--- config.mk ---
export PLATFORM = sky130hd
export DESIGN_NAME = mhic_axis
export DESIGN_NICKNAME = d
export VERILOG_FILES = /design/src/rtl/core/mhic_pkg.sv /design/src/rtl/core/mhic_axis.sv
export VERILOG_INCLUDE_DIRS = /design/src /design/src/rtl/core
export SDC_FILE = /design/constraint.sdc
export NUM_CORES = 1
export LEC_CHECK = 0
export BUFFER_PORTS_ARGS = -buffer_cell sky130_fd_sc_hd__buf_2
export CORE_ASPECT_RATIO = 0.9
export CORE_MARGIN = 2
export CORE_UTILIZATION = 65
export DETAILED_ROUTE_END_ITERATION = 10
export GPL_ROUTABILITY_DRIVEN = 0
export PLACE_DENSITY = 0.83
export SYNTH_ARGS = -nofsm -noshare
export SYNTH_HDL_FRONTEND = slang
export SYNTH_SLANG_ARGS = --single-unit
--- constraint.sdc ---
create_clock -name clock -period 37.6 [get_ports clock]
set_input_delay 9.4 -clock clock [delete_from_list [all_inputs] [get_ports clock]]
set_output_delay 9.4 -clock clock [all_outputs]
set_load 0.02 [all_outputs]
--- src/rtl/core/magnetometer_hard_iron_correction_defines.svh ---
// Assertion macros shared by the magnetometer hard-iron correction RTL.
`ifndef MAGNETOMETER_HARD_IRON_CORRECTION_DEFINES_SVH
`define MAGNETOMETER_HARD_IRON_CORRECTION_DEFINES_SVH

`ifndef SYNTHESIS
`define MHIC_ASSERT(lbl, clk, rst, prop, msg) \
   lbl: assert property (@(posedge clk) disable iff (rst) prop) else $error(msg);
`define MHIC_ASSERT_NEVER(lbl, clk, rst, cond, msg) \
   lbl: assert property (@(posedge clk) disable iff (rst) !(cond)) else $error(msg);
`else
`define MHIC_ASSERT(lbl, clk, rst, prop, msg)
`define MHIC_ASSERT_NEVER(lbl, clk, rst, cond, msg)
`endif

`endif

--- src/rtl/core/mhic_pkg.sv ---
// Types and constants of the magnetometer hard-iron correction block.
package mhic_pkg;

   localparam int SampleW = 16;
   localparam int GainW   = 16;
   localparam int CsrAddrW = 2;

   typedef enum logic [1:0] {
      ACT_SAMPLE    = 2'd0,
      ACT_CAL_BEGIN = 2'd1,
      ACT_CAL_END   = 2'd2
   } action_type;

   localparam logic [CsrAddrW-1:0] CSR_GAIN_X   = 2'd0;
   localparam logic [CsrAddrW-1:0] CSR_GAIN_Y   = 2'd1;
   localparam logic [CsrAddrW-1:0] CSR_GAIN_Z   = 2'd2;
   localparam logic [CsrAddrW-1:0] CSR_PASS_RAW = 2'd3;

   localparam logic [GainW-1:0] GainOne = 16'd4096;

   typedef struct packed {
      logic load;       // item moves into the result register
      logic cal_begin;
      logic cal_end;
      logic tracking;   // tracking state before this item
      logic pass_raw;
   } axis_ctl_type;

endpackage

--- src/rtl/core/mhic_axis.sv ---
// One axis: gain, offset subtraction with saturation and min/max calibration state; raw mode passes the input through.
`include "magnetometer_hard_iron_correction_defines.svh"

module mhic_axis
   import mhic_pkg::*;
#(
   parameter int GAIN_FRAC_BITS = 12
) (
   input  logic                      clock,
   input  logic                      reset,
   input  axis_ctl_type              ctl,
   input  logic signed [SampleW-1:0] raw_val,
   input  logic        [GainW-1:0]   gain,
   output logic signed [SampleW-1:0] corr
);

   localparam int ProdW = SampleW + GainW + 1;
   localparam logic signed [ProdW-1:0] GainBias = ProdW'((64'd1 << GAIN_FRAC_BITS) - 64'd1);
   localparam logic signed [ProdW-1:0] SatHi = ProdW'(32767);
   localparam logic signed [ProdW-1:0] SatLo = -ProdW'(32768);

   logic signed [SampleW-1:0] offset_ff, offset_in;
   logic signed [SampleW-1:0] min_ff, min_in;
   logic signed [SampleW-1:0] max_ff, max_in;

   logic signed [SampleW-1:0] offset_eff;
   logic signed [ProdW-1:0]   prod;
   logic signed [ProdW-1:0]   biased;
   logic signed [ProdW-1:0]   quot;
   logic signed [SampleW-1:0] scaled;
   logic signed [SampleW:0]   diff;
   logic signed [SampleW-1:0] diff_sat;
   logic signed [SampleW:0]   mid_sum;

   // begin clears the offset before this sample is corrected
   assign offset_eff = ctl.cal_begin ? '0 : offset_ff;

   always_comb begin
      prod   = ProdW'(raw_val) * ProdW'($signed({1'b0, gain}));
      // round toward zero: bias negative products before the shift
      biased = prod + (prod[ProdW-1] ? GainBias : '0);
      quot   = biased >>> GAIN_FRAC_BITS;
      if (quot > SatHi) begin
         scaled = 16'sh7fff;
      end else if (quot < SatLo) begin
         scaled = 16'sh8000;
      end else begin
         scaled = quot[SampleW-1:0];
      end
      diff = {scaled[SampleW-1], scaled} - {offset_eff[SampleW-1], offset_eff};
      if (diff[SampleW] != diff[SampleW-1]) begin
         diff_sat = diff[SampleW] ? 16'sh8000 : 16'sh7fff;
      end else begin
         diff_sat = diff[SampleW-1:0];
      end
      corr = ctl.pass_raw ? raw_val : diff_sat;
   end

   assign mid_sum = {min_ff[SampleW-1], min_ff} + {max_ff[SampleW-1], max_ff};

   always_comb begin
      offset_in = offset_ff;
      min_in    = min_ff;
      max_in    = max_ff;
      if (ctl.load) begin
         if (ctl.cal_begin) begin
            offset_in = '0;
            min_in    = corr;
            max_in    = corr;
         end else if (ctl.cal_end) begin
            // floor of the midpoint
            offset_in = mid_sum[SampleW:1];
         end else if (ctl.tracking) begin
            if (corr < min_ff) begin
               min_in = corr;
            end
            if (corr > max_ff) begin
               max_in = corr;
            end
         end
      end
   end

   always_ff @(posedge clock) begin
      if (reset) begin
         offset_ff <= '0;
         min_ff    <= '0;
         max_ff    <= '0;
      end else begin
         offset_ff <= offset_in;
         min_ff    <= min_in;
         max_ff    <= max_in;
      end
   end

   `MHIC_ASSERT(a_min_le_max, clock, reset, min_ff <= max_ff, "axis minimum above maximum")
   `MHIC_ASSERT(a_begin_clears, clock, reset,
      ctl.load && ctl.cal_begin |=> offset_ff == '0 && min_ff == max_ff,
      "begin did not clear offset or seed min/max")
   `MHIC_ASSERT(a_idle_holds, clock, reset,
      !ctl.load |=> $stable(offset_ff) && $stable(min_ff) && $stable(max_ff),
      "calibration state changed without a transfer")

endmodule

==> results of run 1 <==
==> per-layer routing <==
| metal | routed length, µm | track usage | vias to the layer above |
|---|---|---|---|
| li1 | - | - | 5542 |
| met1 | 14800 | 0.425 | 5889 |
| met2 | 16600 | 0.551 | 536 |
| met3 | 3010 | 0.0517 | 103 |
| met4 | 1210 | 0.114 | 0 |
| met5 | 0 | 0 | - |
==> per-stage QoR <==
stage               cell area, µm²  hold WS, ns   util
floorplan                    14100        0.449      -
global placement             14400        0.468  0.674
detailed placement           14400        0.473  0.674
CTS                          14600        0.492  0.680
global route                 14600        0.512  0.680
finish                       14600        0.488  0.680
==> registers in the layout, summed over array words and instances, names as in the netlist <==
name	flops
offset_ff	16
max_ff	16
min_ff	16
==> kinds of logic (layout without fill, tap and decap cells) <==
| logic type | count (synthesis) | count (layout) | synth area share |
|---|---|---|---|
| compound gates | 294 | 294 | 0.138 |
| buf+inv | 369 | 362 | 0.101 |
| fa+ha+maj | 398 | 398 | 0.455 |
| simple gates | 530 | 530 | 0.192 |
| flops | 48 | 48 | 0.0682 |
| mux | 5 | 5 | 0.00382 |
| other cells | 0 | 1 | 0 |
| xor+xnor | 67 | 67 | 0.0416 |
==> cell type report <==
class / instances / area [µm²] / share of cell area
Inverter: 299 / 1120 / 0.0770
Clock inverter: 1 / 5.00 / 0.000343
Multi-Input combinational cell: 1294 / 11700 / 0.803
Clock buffer: 6 / 129 / 0.00884
Sequential cell: 48 / 961 / 0.0659
Timing Repair Buffer: 56 / 285 / 0.0196
Tap cell: 291 / 364 / 0.0250
Antenna cell: 1 / 2.50 / 0.000172
==> synth_stat cells (9+ instances only) <==
cell type | instances | area (µm²)
a21o_1 | 26 | 195
nor2b_1 | 9 | 56.3
maj3_1 | 12 | 120
nor2_1 | 73 | 274
nand2_1 | 173 | 649
o21ai_2 | 11 | 96.3
o21ai_0 | 65 | 325
fa_1 | 196 | 3920
clkbuf_1 | 59 | 221
inv_1 | 299 | 1120
nand3_1 | 33 | 165
a211oi_1 | 21 | 158
o21bai_1 | 12 | 90.1
a21oi_1 | 82 | 410
nand4_1 | 17 | 106
o21a_1 | 13 | 97.6
ha_1 | 190 | 2380
xor2_1 | 19 | 166
nand2b_1 | 30 | 188
and2_1 | 126 | 788
dfxtp_1 | 48 | 961
nor3_1 | 28 | 140
xnor2_1 | 48 | 420
==> worst max-delay path by stage <==
stage	start	to	slack [ns]	cells past startpoint
floorplan	raw_val[9]	corr[11]	7.66	44
global placement	raw_val[15]	corr[7]	6.66	39
detailed placement	raw_val[15]	corr[7]	6.16	39
CTS	raw_val[15]	corr[4]	6.15	39
global route	raw_val[15]	corr[4]	5.21	39
finish	raw_val[15]	corr[7]	6.04	39
==> cells in the final DEF, fill, tap and decap left out, types with 9 or more instances in the layout <==
cell type / instances
xor2_1: 19
a21oi_1: 82
dfxtp_1: 48
fa_1: 196
nand2_1: 173
nor2_1: 73
nand2b_1: 30
inv_1: 299
o21ai_2: 11
nand3_1: 33
and2_1: 126
nand4_1: 17
xnor2_1: 48
o21a_1: 13
buf_2: 54
a211oi_1: 21
a21o_1: 26
nor3_1: 28
maj3_1: 12
o21bai_1: 12
nor2b_1: 9
ha_1: 190
o21ai_0: 64
==> results by group, run 1 <==
Critical path
  – RR Startpoint: offset_ff[12]$_SDFFE_PP0P_
  – CP max stage delay: about 0.65 ns
  – Kind of critical path: in2out
  – Family with the most delay on the worst path: adder cells
  – Bufs and invs on worst path: 5
  – R2r setup slk: 31.50 ns
  – R2R Path End: min_ff[12]$_SDFFE_PP0P_
  – CP Data Arrival Time: 22.16 ns
  – Worst Setup End Kind: output pin
  – CP Max Fanout: 15
  – Reg2Reg Depth: 21
  – Required @ worst endpoint: 28.20 ns
  – Crit start category: input port
  – Critical path's most frequent cell: fa_1
  – CP max-delay cell: o21ai_2

Status
  – Status: finished, final reports clean

Global route
  – Initial antenna violation count: 1
  – GR Util All Layers: 0.324
  – Vias in the first global route: roughly 12000
  – Largest net degree at the start of global routing: 48
  – Overflow after GRT: 0
  – First-pass GRT wire length: 59.8 mm

Die
  – Core area: 21400 µm²
  – Die height: about 140 µm
  – Die area: about 23000 µm²
  – Io pins: 55
  – Row cnt: 51
  – Die Wd: ~160 µm
  – Initial Util: 0.658

Route
  – Vias per std cell: 6.05
  – Remaining DRCs: 0
  – DR pass1 iterations: 6
  – Drt wl/cell: 17.8 µm
  – Routed WL: 35.6 mm
  – Total number of vias: 12100
  – Initial DRC count: 778
  – DRT antenna net count: 0

Clock tree
  – CTS H-Tree Depth: 2
  – Cts hold-fix bufs: 0
  – Deepest clock path buffer count: 2
  – Root buffer cell: clkbuf_16
  – Worst skew pair latency: 0.30 ns
  – CTS tree: built
  – CTS resizes: 0
  – Clock sink count: 48
  – Post-CTS Setup Bufs: 0
  – Worst-path clk slew: 0.06 ns
  – Number of buffers created by CTS: 5

Placed design
  – IO Port Bufs: 54
  – Pre-CTS setup slack: approximately 6.2 ns
  – Placed wire-length estimate: 28.6 mm
  – DP Cell Count: 1988

Timing
  – Min Clock Period, post-route: 31.56 ns
  – Relative slew margins: 0.286
  – Worst Skew: 0.00764 ns
  – Slew Limit Fails: 0
  – Fmax: 0.0317 GHz
  – Period utilization: 0.839
  – Final setup fails: 0
  – Worst setup margin: 6.04 ns
  – Unrepaired setup endpoints after global routing: no
  – Worst-Margin Slew: ~1.1 ns
  – Setup tns final: 0 ns
  – Final hold vios: 0

Layout
  – Layout Nets: 2129
  – Filler Cells Inserted: about 1800
  – Layout cell share with drive strength beyond 1: 0.0563
  – Layout Area Growth over Synthesis: 3.41%
  – Post-route non-filler standard cell count: 1996

Worst hold path
  – Critical hold path startpoint: offset_ff[11]$_SDFFE_PP0P_
  – Min-Delay Path Depth: 1
  – Endpoint of the worst hold path: offset_ff[11]$_SDFFE_PP0P_
  – Worst min-delay path category: reg2reg

Synthesis
  – Netlist cell types: around 80
  – EDFF count, synth: 0
  – Mean Syn Cell Area: 8.24 µm²
  – Syn nets: between 2000 and 2500
  – Post-synthesis sequential area ratio: 0.0682
  – Async SR Flop Fraction: 0
  – Mapped cell area: 14100 µm²
  – Main flop type after synthesis: dfxtp_1
  – Post-synthesis cell count: 1711
  – Yosys reg bits: 48
  – Yosys warns: 0

Flow run
  – Max cap viols: 0
Power of run 1 is not shown: default switching activity piles up to over one toggle a cycle in this logic, so the estimate is an artifact.
==> run 2: changes to the inputs <==
Settings changed: CORE_UTILIZATION 65 to 59, PLACE_DENSITY 0.83 to 0.8.
Clock period 37.6 ns to 28.2 ns, I/O delays scaled along.
==> results by group, run 2 (synthesis gave the netlist of run 1 again) <==
Status
  – Status: finished, final reports clean

Critical path
  – Critical path's most frequent cell: fa_1
  – Kind of critical path: in2out
  – CP Max Fanout: 17
  – RR Startpoint: offset_ff[12]$_SDFFE_PP0P_
  – Family with the most delay on the worst path: adder cells
  – CP max-delay cell: o21ai_2
  – R2r setup slk: 21.81 ns
  – Bufs and invs on worst path: 5
  – Worst Setup End Kind: output pin
  – R2R Path End: max_ff[10]$_SDFFE_PP0P_
  – CP Data Arrival Time: roughly 20 ns
  – Required @ worst endpoint: approximately 21 ns
  – Reg2Reg Depth: 21
  – Crit start category: input port
  – CP max stage delay: ~0.65 ns

Timing
  – Slew Limit Fails: 0
  – Setup tns final: 0 ns
  – Final hold vios: 0
  – Unrepaired setup endpoints after global routing: no
  – Period utilization: 0.952
  – Min Clock Period, post-route: 26.85 ns
  – Fmax: about 0.037 GHz
  – Worst-Margin Slew: roughly 1.2 ns
  – Relative slew margins: 0.175
  – Worst Skew: 0.00374 ns
  – Final setup fails: 0

Clock tree
  – Clock sink count: between 40 and 50
  – Root buffer cell: clkbuf_16
  – CTS H-Tree Depth: 2
  – Worst skew pair latency: 0.29 ns
  – Cts hold-fix bufs: 0
  – Number of buffers created by CTS: 5
  – Worst-path clk slew: about 0.06 ns
  – CTS tree: built
  – Post-CTS Setup Bufs: 0
  – Deepest clock path buffer count: 2
  – CTS resizes: 0

Die
  – Die Wd: 167 µm
  – Io pins: 55
  – Core area: approximately 23000 µm²
  – Initial Util: 0.602
  – Row cnt: 53
  – Die area: 25100 µm²
  – Die height: 151 µm

Route
  – Total number of vias: 11900
  – Vias per std cell: 5.93
  – Initial DRC count: 879
  – DRT antenna net count: 0
  – Remaining DRCs: 0
  – Routed WL: 35.2 mm
  – Drt wl/cell: 17.6 µm
  – DR pass1 iterations: 6

Global route
  – First-pass GRT wire length: 59.6 mm
  – GR Util All Layers: 0.294
  – Overflow after GRT: 0
  – Initial antenna violation count: 0
  – Largest net degree at the start of global routing: 48
  – Vias in the first global route: 12300

Layout
  – Top flop regs: max_ff (16), min_ff (16), offset_ff (16)
  – N_diodes: 0
  – Most common cell after layout, fill and taps aside: inv_1
  – Most frequent cells in the layout: 299 x inv_1, 196 x fa_1, 190 x ha_1, 173 x nand2_1, 126 x and2_1
  – Layout Nets: 2128
  – Layout Area Growth over Synthesis: 3.52%
  – Layout cell share with drive strength beyond 1: 0.0558

Worst hold path
  – Worst min-delay path category: reg2reg
  – Min-Delay Path Depth: 1
  – Endpoint of the worst hold path: offset_ff[13]$_SDFFE_PP0P_
  – Critical hold path startpoint: offset_ff[13]$_SDFFE_PP0P_

Placed design
  – Placed wire-length estimate: 28.4 mm
  – IO Port Bufs: 54

Flow run
  – Max cap viols: 0
run 2: cell types whose count changed in the layout (fill, tap and decap cells not counted), sizes merged:
cell | previous run | this run
clkbuf | 6 | 8
buf | 56 | 55
diode | 1 | 0
clkinv | 1 | 0
run 2: layout make-up:
type / count / area (µm²)
timing repair buffer: 55 / 278
sequential: 48 / 961
multi-input combinational: 1294 / 11700
tap: 302 / 378
clock buffer: 8 / 146
inverter: 299 / 1120
fill: 1969 / 8810
run 2: through the flow:
stage | instance area [µm²] | setup WS (ns) | util | instances | hold WS, ns
5_1_grt | 14600 | 0.608 | 0.623 | 2006 | 0.512
3_3_place_gp | 14400 | 1.96 | 0.617 | 1998 | 0.465
2_1_floorplan | 14100 | 2.96 | - | 1711 | 0.449
4_1_cts | 14600 | 1.50 | 0.623 | 2006 | 0.495
6_report | 14600 | 1.35 | 0.623 | 2006 | 0.491
3_5_place_dp | 14400 | 1.51 | 0.617 | 1998 | 0.481
run 2: worst max path at each step:
| stage | depth (start not counted) | slack [ns] | startpoint | to |
|---|---|---|---|---|
| global route | 39 | 0.61 | raw_val[3] | corr[2] |
| global placement | 39 | 1.96 | raw_val[15] | corr[7] |
| floorplan | 44 | 2.96 | raw_val[9] | corr[11] |
| detailed placement | 39 | 1.51 | raw_val[3] | corr[7] |
| CTS | 39 | 1.50 | raw_val[3] | corr[2] |
| finish | 39 | 1.35 | raw_val[3] | corr[2] |
run 2: metal layers:
layer  share of wire  global-route usage
met1            0.43               0.401
met2            0.45               0.486
met3           0.075              0.0363
met4           0.039               0.107
met5               0                   0
Power of run 2 is left out for the same reason.
